[src/sv/mrt_pkg.sv]
// Shared types and codes for the masked route table.
// Holds the beat structs, the search token that walks the cell row and the status codes.
// No dependencies.
package mrt_pkg;

  // Default number of route slots
  localparam int unsigned ROUTE_ENTRIES_DEF = 16;

  // Item function codes
  localparam logic FUNC_ADD   = 1'b0;
  localparam logic FUNC_MATCH = 1'b1;

  // Result status codes
  localparam logic [2:0] ST_ADDED = 3'd0;
  localparam logic [2:0] ST_DUP   = 3'd1;
  localparam logic [2:0] ST_FULL  = 3'd2;
  localparam logic [2:0] ST_HIT   = 3'd3;
  localparam logic [2:0] ST_MISS  = 3'd4;

  // Input beat
  typedef struct packed {
    logic        func;
    logic [31:0] addr;
    logic [31:0] netmask;
    logic [31:0] gateway;
    logic [7:0]  port;
  } in_beat_t;

  // Result beat
  typedef struct packed {
    logic [2:0]  status;
    logic [7:0]  out_port;
    logic [31:0] out_gateway;
    logic [31:0] next_hop;
  } out_beat_t;

  // Search token handed from cell to cell, newest slot first.
  // On an add, addr carries the already masked destination.
  typedef struct packed {
    logic        live;
    logic        func;
    logic [31:0] addr;
    logic [31:0] mask;
    logic        found;
    logic [7:0]  port;
    logic [31:0] gateway;
  } tok_t;

  // Route written into one slot
  typedef struct packed {
    logic [31:0] dest;
    logic [31:0] mask;
    logic [31:0] gateway;
    logic [7:0]  port;
  } wr_t;

endpackage

[src/sv/mrt_cell.sv]
// One slot of the route table with its stage of the search row.
// Holds a single route and compares the passing token against it.
// Depends on mrt_pkg.
module mrt_cell (
  input  logic         clk,
  input  logic         rst_n,
  input  logic         wr_en,
  input  mrt_pkg::wr_t wr_data,
  input  mrt_pkg::tok_t tok_i,
  output mrt_pkg::tok_t tok_o
);
  import mrt_pkg::*;

  logic        valid_r;
  logic [31:0] dest_r;
  logic [31:0] mask_r;
  logic [31:0] gateway_r;
  logic [7:0]  port_r;
  tok_t        tok_r;
  tok_t        tok_nxt;
  logic        hit;

  // Compare: prefix match on a lookup, exact route match on an add
  always_comb begin
    if (tok_i.func == FUNC_MATCH) begin
      hit = valid_r && ((tok_i.addr & mask_r) == dest_r);
    end else begin
      hit = valid_r && (dest_r == tok_i.addr) && (mask_r == tok_i.mask);
    end
  end

  // Claim the token on the first hit, otherwise pass it on unchanged
  always_comb begin
    tok_nxt = tok_i;
    if (tok_i.live && !tok_i.found && hit) begin
      tok_nxt.found   = 1'b1;
      tok_nxt.port    = port_r;
      tok_nxt.gateway = gateway_r;
    end
  end

  // Control: slot valid and token presence
  always_ff @(posedge clk) begin
    if (!rst_n) begin
      valid_r    <= 1'b0;
      tok_r.live <= 1'b0;
    end else begin
      if (wr_en) begin
        valid_r <= 1'b1;
      end
      tok_r.live <= tok_nxt.live;
    end
  end

  // Payload: route fields and token contents
  always_ff @(posedge clk) begin
    if (wr_en) begin
      dest_r    <= wr_data.dest;
      mask_r    <= wr_data.mask;
      gateway_r <= wr_data.gateway;
      port_r    <= wr_data.port;
    end
    tok_r.func    <= tok_nxt.func;
    tok_r.addr    <= tok_nxt.addr;
    tok_r.mask    <= tok_nxt.mask;
    tok_r.found   <= tok_nxt.found;
    tok_r.port    <= tok_nxt.port;
    tok_r.gateway <= tok_nxt.gateway;
  end

  assign tok_o = tok_r;

endmodule

[src/sv/masked_route_table.sv]
// Masked route table: an IPv4 static route table with newest-first matching.
// Top level; instantiates a row of mrt_cell slots and uses mrt_pkg.
//
// Routes live in a row of ROUTE_ENTRIES cells, filled in add order. Each item
// sends a search token along the row from the newest slot to the oldest, one
// cell per cycle, from the launch register through the cells into the finish
// stage, where the result beat is built and loaded. The block works on one
// item at a time and takes the next item only after the result beat of the
// last is loaded.
// A lookup returns the newest route whose mask applied to the address equals
// its destination; an add is refused as a duplicate when the same masked
// destination and mask are already present, else as full when every slot is
// used. The result beat sits in an output register, so a stalled result does
// not hold up the search of the next item, only the loading of its result.
module masked_route_table #(
  parameter int unsigned ROUTE_ENTRIES = mrt_pkg::ROUTE_ENTRIES_DEF
) (
  input  logic              clk,
  input  logic              rst_n,
  input  logic              in_valid,
  output logic              in_stall,
  input  mrt_pkg::in_beat_t  in_data,
  output logic              out_valid,
  input  logic              out_stall,
  output mrt_pkg::out_beat_t out_data
);
  import mrt_pkg::*;

  localparam int unsigned CW = $clog2(ROUTE_ENTRIES + 1);

  logic                     busy_r;
  tok_t                     tok_in_r;
  logic                     fin_valid_r;
  tok_t                     fin_tok_r;
  wr_t                      item_r;
  logic [CW-1:0]            count_r;
  logic                     out_valid_r;
  out_beat_t                out_data_r;
  tok_t                     link [ROUTE_ENTRIES];
  logic [ROUTE_ENTRIES-1:0] wr_en;
  logic                     accept;
  logic                     out_free;
  logic                     fin_go;
  logic                     full;
  logic                     do_write;
  out_beat_t                result;

  assign accept   = in_valid && !busy_r;
  assign out_free = !out_valid_r || !out_stall;
  assign fin_go   = fin_valid_r && out_free;
  assign full     = (count_r == CW'(ROUTE_ENTRIES));
  assign do_write = fin_go && (fin_tok_r.func == FUNC_ADD) && !fin_tok_r.found && !full;

  // Row of slots; the token enters at the newest end
  for (genvar k = 0; k < ROUTE_ENTRIES; k++) begin : g_cell
    assign wr_en[k] = do_write && (count_r == CW'(k));
    if (k == ROUTE_ENTRIES - 1) begin : g_head
      mrt_cell u_cell (
        .clk     (clk),
        .rst_n   (rst_n),
        .wr_en   (wr_en[k]),
        .wr_data (item_r),
        .tok_i   (tok_in_r),
        .tok_o   (link[k])
      );
    end else begin : g_body
      mrt_cell u_cell (
        .clk     (clk),
        .rst_n   (rst_n),
        .wr_en   (wr_en[k]),
        .wr_data (item_r),
        .tok_i   (link[k+1]),
        .tok_o   (link[k])
      );
    end
  end

  // Build the result beat from the finished token
  always_comb begin
    result.status      = ST_MISS;
    result.out_port    = '0;
    result.out_gateway = '0;
    result.next_hop    = '0;
    if (fin_tok_r.func == FUNC_ADD) begin
      if (fin_tok_r.found) begin
        result.status = ST_DUP;
      end else if (full) begin
        result.status = ST_FULL;
      end else begin
        result.status = ST_ADDED;
      end
    end else if (fin_tok_r.found) begin
      result.status      = ST_HIT;
      result.out_port    = fin_tok_r.port;
      result.out_gateway = fin_tok_r.gateway;
      result.next_hop    = (fin_tok_r.gateway != 32'd0) ? fin_tok_r.gateway : fin_tok_r.addr;
    end
  end

  // Control: item in flight, token launch, finish stage, fill count, output valid
  always_ff @(posedge clk) begin
    if (!rst_n) begin
      busy_r        <= 1'b0;
      tok_in_r.live <= 1'b0;
      fin_valid_r   <= 1'b0;
      count_r       <= '0;
      out_valid_r   <= 1'b0;
    end else begin
      tok_in_r.live <= accept;
      if (accept) begin
        busy_r <= 1'b1;
      end
      if (link[0].live) begin
        fin_valid_r <= 1'b1;
      end
      if (fin_go) begin
        fin_valid_r <= 1'b0;
        busy_r      <= 1'b0;
        out_valid_r <= 1'b1;
      end else if (out_valid_r && !out_stall) begin
        out_valid_r <= 1'b0;
      end
      if (do_write) begin
        count_r <= count_r + CW'(1);
      end
    end
  end

  // Payload: launched token, held route, finished token, result beat
  always_ff @(posedge clk) begin
    if (accept) begin
      tok_in_r.func    <= in_data.func;
      tok_in_r.addr    <= (in_data.func == FUNC_ADD) ? (in_data.addr & in_data.netmask)
                                                     : in_data.addr;
      tok_in_r.mask    <= in_data.netmask;
      tok_in_r.found   <= 1'b0;
      tok_in_r.port    <= '0;
      tok_in_r.gateway <= '0;
      item_r.dest      <= in_data.addr & in_data.netmask;
      item_r.mask      <= in_data.netmask;
      item_r.gateway   <= in_data.gateway;
      item_r.port      <= in_data.port;
    end
    if (link[0].live) begin
      fin_tok_r <= link[0];
    end
    if (fin_go) begin
      out_data_r <= result;
    end
  end

  assign in_stall  = busy_r;
  assign out_valid = out_valid_r;
  assign out_data  = out_data_r;

endmodule
[config.mk]
export PLATFORM = sky130hd
export DESIGN_NAME = masked_route_table
export DESIGN_NICKNAME = d
export VERILOG_FILES = /design/src/sv/mrt_pkg.sv /design/src/sv/mrt_cell.sv /design/src/sv/masked_route_table.sv
export SDC_FILE = /design/constraint.sdc
export NUM_CORES = 2
export LEC_CHECK = 0
export BUFFER_PORTS_ARGS = -buffer_cell sky130_fd_sc_hd__buf_4
export CAP_MARGIN = 10
export CORE_MARGIN = 2
export CORE_UTILIZATION = 45
export CTS_CLUSTER_DIAMETER = 60
export CTS_CLUSTER_SIZE = 40
export DETAILED_ROUTE_END_ITERATION = 10
export HOLD_SLACK_MARGIN = 0.02
export PLACE_DENSITY = 0.58
export SYNTH_ARGS = -nofsm -noshare
export SYNTH_HDL_FRONTEND = slang
export SYNTH_SLANG_ARGS = --single-unit
export TNS_END_PERCENT = 5
[constraint.sdc]
create_clock -name clk -period 26 [get_ports clk]
set_input_delay 3.9 -clock clk [delete_from_list [all_inputs] [get_ports clk]]
set_output_delay 3.9 -clock clk [all_outputs]
set_load 0.03 [all_outputs]
Word-level counts from Yosys, hierarchy flattened
Cells that the tools add are included.
- bits in registers: 3655
- bits of input ports: 109
- add/sub/neg operators: 1
- equal/unequal tests: 64
- mux-type cells: 39
- bitwise gates (word level): 19
- reductions and logical operators: 127
- operators by type and width (operator ; count):
    32-bit == test ; 48
    40-bit two-way mux ; 15
    32-bit bitwise AND ; 17
    1-bit logical AND ; 101
    75-bit two-way mux ; 1
    32-bit two-way mux ; 2
    5-bit by 4-bit == test with 1-bit output, second input constant ; 8
    32-bit nonzero test ; 1
    5-bit by 3-bit == test with 1-bit output, second input constant ; 4
    1-bit logical NOT ; 20
    1-bit two-way mux ; 18
    5-bit by 2-bit == test with 1-bit output, second input constant ; 2
    5-bit by 1-bit adder with 5-bit output, second input constant ; 1
    5-bit by 1-bit == test with 1-bit output, second input constant ; 1
    5-bit == test, second input constant ; 1
    5-bit logical NOT ; 1
    2-bit two-way mux ; 2
    3-bit two-way mux ; 1
    1-bit NOT ; 2
    2-bit AND reduction ; 1
    2-bit nonzero test ; 1
    2-bit OR reduction ; 1
    1-bit logical OR ; 1

Depth between registers and ports, before layout
- depth after elaboration: 7
- gate-level depth with buffers: 8
- depth with buffers taken out: 7

Hierarchy
From an unflattened synthesis, not the netlist that was laid out.
- cells, all modules: 7653
- area total of the unflattened synthesis: 125228.9 sq um
- by module, submodules not included (module ; times used ; cells each ; area each (sq um) ; seq. area each (sq um)):
    mrt_cell ; 16 ; 441 ; 7168.1 ; 5285.1
    masked_route_table ; 1 ; 597 ; 10538.9 ; 8768.4

Worst setup path after synthesis
OpenSTA, ideal clock, no wires.
- path type: input to register
- start: input out_stall
- end: register g_cell[2].g_body.u_cell.dest_r[0], enable pin
- library setup time: 696 ps
- data arrival time: 17956 ps
- data required time: 25304 ps
- setup slack: 7348 ps
- stages on the path: 5
- buffers on the path: 0
- path through: a21boi_0 > nand2_1 > nor2_1 > nand2_1 > nor3_1
- cells in the longest elaborated chain, start to end: 7
- ends and longest elaborated chain (element ; RTL line ; text):
    start, declared ; masked_route_table.sv:24 ; input logic out_stall,
    1-bit logical NOT ; masked_route_table.sv:49 ; assign out_free = !out_valid_r || !out_stall;
    1-bit logical OR ; masked_route_table.sv:49 ;
    1-bit logical AND ; masked_route_table.sv:50 ; assign fin_go = fin_valid_r && out_free;
    1-bit logical AND (3 in a row) ; masked_route_table.sv:52 ; assign do_write = fin_go && (fin_tok_r.func == FUNC_ADD) && !fin_tok_r.found && !full;
    1-bit logical AND ; masked_route_table.sv:56 ; assign wr_en[k] = do_write && (count_r == CW'(k));
    via g_cell[2].g_body.u_cell.wr_en ; mrt_cell.sv:7 ; input logic wr_en,
    end signal, assigned ; mrt_cell.sv:58 ; dest_r <= wr_data.dest;
    end, declared ; mrt_cell.sv:15 ; logic [31:0] dest_r;
The timed path passes the listed nets, and every way through them passes these cells.
A chain may end at the register's enable or synchronous reset.

Worst setup path after layout
- start: input out_stall
- end: register g_cell[14].g_body.u_cell.dest_r[9], enable pin
- cells in the longest elaborated chain, start to end: 7
- ends and longest elaborated chain (element ; RTL line ; text):
    1-bit logical NOT ; masked_route_table.sv:49 ;
    1-bit logical OR ; masked_route_table.sv:49 ;
    1-bit logical AND ; masked_route_table.sv:50 ;
    via fin_go ; masked_route_table.sv:43 ; logic fin_go;
    1-bit logical AND (3 in a row) ; masked_route_table.sv:52 ;
    1-bit logical AND ; masked_route_table.sv:56 ;
    via g_cell[14].g_body.u_cell.wr_en ; mrt_cell.sv:7 ;
    end signal, assigned ; mrt_cell.sv:58 ;
    end, declared ; mrt_cell.sv:15 ;
The timed path passes the listed nets, and every way through them passes these cells.

==> metrics.md <==
| Metric | Value |
|---|---|
| Status | `finished, final reports clean` |
| Post-synthesis cell area | `121000 µm²` |
| Slew Viols, Final | `0` |
| Pin count of the biggest net entering global routing | `77` |
| Main synth FF type | `edfxtp_1` |
| Wire length per cell | `34.6 µm` |
| Global-route wire length before repair | `546000 µm` |
| Reg2Reg Depth | `8` |
| Cell row count | `190` |
| Worst Path Required | `26540 ps` |
| P per Cell Area | `78.9 nW/µm²` |
| Critical Path Fanout Max | `65` |
| Placed cells | `11400` |
| Top Ports | `186` |
| Worst-path cell chain | `buf_4 -> a21boi_4 -> nand2_1 -> nor2_1 -> nand2_1 -> nor2_4 -> buf_4 -> buf_4` |
| Port bufs | `185` |
| H-Tree Level Count | `4` |
| Area contributors post-synth | `edfxtp_1 (48%), dfxtp_1 (28%), mux2_2 (5.1%)` |
| Sequential fraction of the synthesis area | `76.3%` |
| Area Growth Syn to Fin | `12.5%` |
| Avg Cell Area, Syn | `16.0 µm²` |
| Dpl hpwl | `286000 µm` |
| Vias in the first global route | `63300` |
| Number of flops mapped to enable cells by yosys | `1950` |
| Setup bufs post-CTS | `0` |
| Met2 wire len | `183000 µm` |
| Clk root buf | `clkbuf_16` |
| Met1 wire length | `173000 µm` |
| TNS Setup | `0 ps` |
| Global route total overflow | `0` |
| Most used cell, CP | `buf_4` |
| Slew margin rel. | `22.7%` |
| Final GP Congestion | `0.964` |
| Slew @ Worst Pin | `1160 ps` |
| Post-synthesis instance total | `7577` |
| Final non-filler cell total | `11800` |
| Synth top area share | `48.2%` |
| CP Class | `input port to register` |
| Syn_nets | `7691` |
| Worst Hold Depth | `0` |
| Library cells used by synthesis | `70` |
| Fmax | `152 MHz` |
| Cell taking the most area after synthesis | `edfxtp_1` |
| Hold Buf Count CTS | `0` |
| Initial Utilization | `45.3%` |
| DR vias | `66500` |
| Critical R2R Launch | `fin_tok_r[105]` |
| Resized Gates After CTS | `0` |
| Skew-Pair Late Insertion Delay | `970 ps` |
| Final net count | `8142` |
| Post-Route WL | `410000 µm` |
| RSZ-0062 raised after global routing | `false` |
| Final worst path period share | `25.2%` |
| Initial antenna violation count | `91` |
| Most frequent cell after synthesis | `edfxtp_1` |
| Hold Crit Start | `g_cell[9].g_body.u_cell.tok_o[46]` |
| Final Hold Viols | `0` |
| Time the worst path needs with I/O delays and setup | `6560 ps` |
| Worst setup SP type | `input port` |
| Via/cell ratio | `5.61` |
| Die H | `524 µm` |
| # fillers | `22400` |
| Final setup fails | `0` |
| GR Util All Layers | `29.5%` |
| CP Capture Type | `register` |
| CTS tree | `done` |
| Top sig layer | `met5` |
| Worst EP arrival | `7100 ps` |
| Critical Path Source | `out_stall` |
| Tightest Hold Check Type | `register to register` |
| Maxcap violations | `0` |
| Crit-path slowest cell | `buf_4` |
| Drt initial violations | `9894` |
| CTS Sinks | `3655` |
| CTS Buffer Depth | `4` |
| Metal3 WL | `35000 µm` |
| Syn. warnings | `0` |
| Die width | `524 µm` |
| CTS buffer count | `221` |
| Commonest cells post-synth | `edfxtp_1 (1950), dfxtp_1 (1705), mux2_2 (550)` |
| Core area | `268000 µm²` |
| Max incr delay on CP | `810 ps` |
| Post-synth ARST share | `0%` |
| P_leak | `48.9 nW` |
| Clock skew | `61.7 ps` |
| Drc violations | `0` |
| Clock transition at the registers of the reported paths | `110 ps` |
| VDD IR max | `0.0623 mV` |
| First-pass DRT Iterations | `6` |
| Die Area | `274000 µm²` |
| Synthesized flop and latch total | `3655` |
| Share of layout cells above drive strength 1 | `16.6%` |
| Antenna-violating nets left | `0` |
==> where the power goes <==
part	internal, mW	leakage [nW]	switching [mW]	total (mW)
registers	6.17	31.7	0.189	6.36
logic	0.0838	13.2	0.207	0.290
clock network	1.83	4.04	2.30	4.14
==> kinds of logic after synthesis <==
family | count (synthesis) | share of synthesized area, %
AOI/OAI and AO/OA | 551 | 3.33
buffers and inverters | 422 | 1.38
and+or+nand+nor | 1320 | 5.86
DFF | 3655 | 76.3
adders and majority gates | 5 | 0.0515
muxes | 602 | 5.70
xor gates and xnor gates | 1022 | 7.37
==> layout make-up <==
cell class	count	area (µm²)	area share (%)
flip-flops and latches	3655	92700	67.8
repair buffers	315	2360	1.73
clock inverters	180	2670	1.96
well taps	3552	4440	3.25
clock buffers	234	5690	4.17
multi-input cells	3500	27300	20.0
diodes	77	193	0.141
inverters	335	1260	0.920
==> layer usage <==
metal	vias up	global-route usage, %
met3	686	4.35
met1	33700	42.3
met5	-	0
met4	2	11.9
li1	28400	-
met2	3630	45.0
==> sequential cells by signal, summed over array words and instances, names as in the netlist, 5 cells and up <==
| name | cells |
|---|---|
| fin_tok_r | 74 |
| g_cell.g_body.u_cell.port_r | 120 |
| g_cell.g_head.u_cell.port_r | 8 |
| g_cell.g_body.u_cell.gateway_r | 480 |
| count_r | 5 |
| out_data | 75 |
| tok_in_r | 34 |
| g_cell.g_head.u_cell.mask_r | 32 |
| g_cell.g_body.u_cell.tok_o | 1573 |
| g_cell.g_body.u_cell.mask_r | 480 |
| g_cell.g_body.u_cell.valid_r | 15 |
| g_cell.g_head.u_cell.dest_r | 32 |
| item_r | 104 |
| g_cell.g_head.u_cell.gateway_r | 32 |
| g_cell.g_head.u_cell.tok_o | 107 |
| g_cell.g_body.u_cell.dest_r | 480 |
==> worst paths after layout <==
path                                                           end  slack [ps]
worst max-delay path            g_cell[14].g_body.u_cell.dest_r[9]       19440
worst min-delay path             g_cell[8].g_body.u_cell.tok_o[46]         340
worst max register to register  g_cell[14].g_body.u_cell.dest_r[9]       21450
worst min register to register   g_cell[8].g_body.u_cell.tok_o[46]         340
==> cells in the final DEF (no fill, tap or decap), types with 24 or more instances in the layout <==
cell type	count
inv_6	27
xnor2_1	501
edfxtp_1	1950
mux2_2	550
nor2_1	74
a21oi_1	57
nand2b_1	45
diode_2	77
inv_1	335
dfxtp_1	1704
buf_4	315
inv_12	31
inv_8	24
nand3_1	30
nand4_1	165
and2_1	92
a22oi_1	39
xor2_1	521
clkinv_8	39
o21a_1	48
o22ai_1	164
nor4_1	233
inv_16	24
a221oi_1	43
nor3_1	39
mux2_4	39
and3_1	50
a2111oi_0	35
nor2b_1	143
nand2_1	371
clkbuf_16	225
==> metrics by stage <==
stage	utilization [%]	hold slack [ps]	setup slack, ps	cell area (µm²)	power [mW]
after global routing	50.9	355	19430	136000	11.1
after floorplan	-	331	7350	121000	6.48
final	51.0	338	19440	137000	10.8
after detailed placement	47.8	350	18610	128000	6.77
after global placement	47.8	341	18600	128000	6.77
after CTS	50.9	343	19590	136000	10.8
==> critical path, delay by kind of cell <==
family,cells,cell delay [ps]
buf+inv,3,1540
simple gates,4,1140
compound gates,1,380
Note: power is estimated with default switching activity, not from simulation.
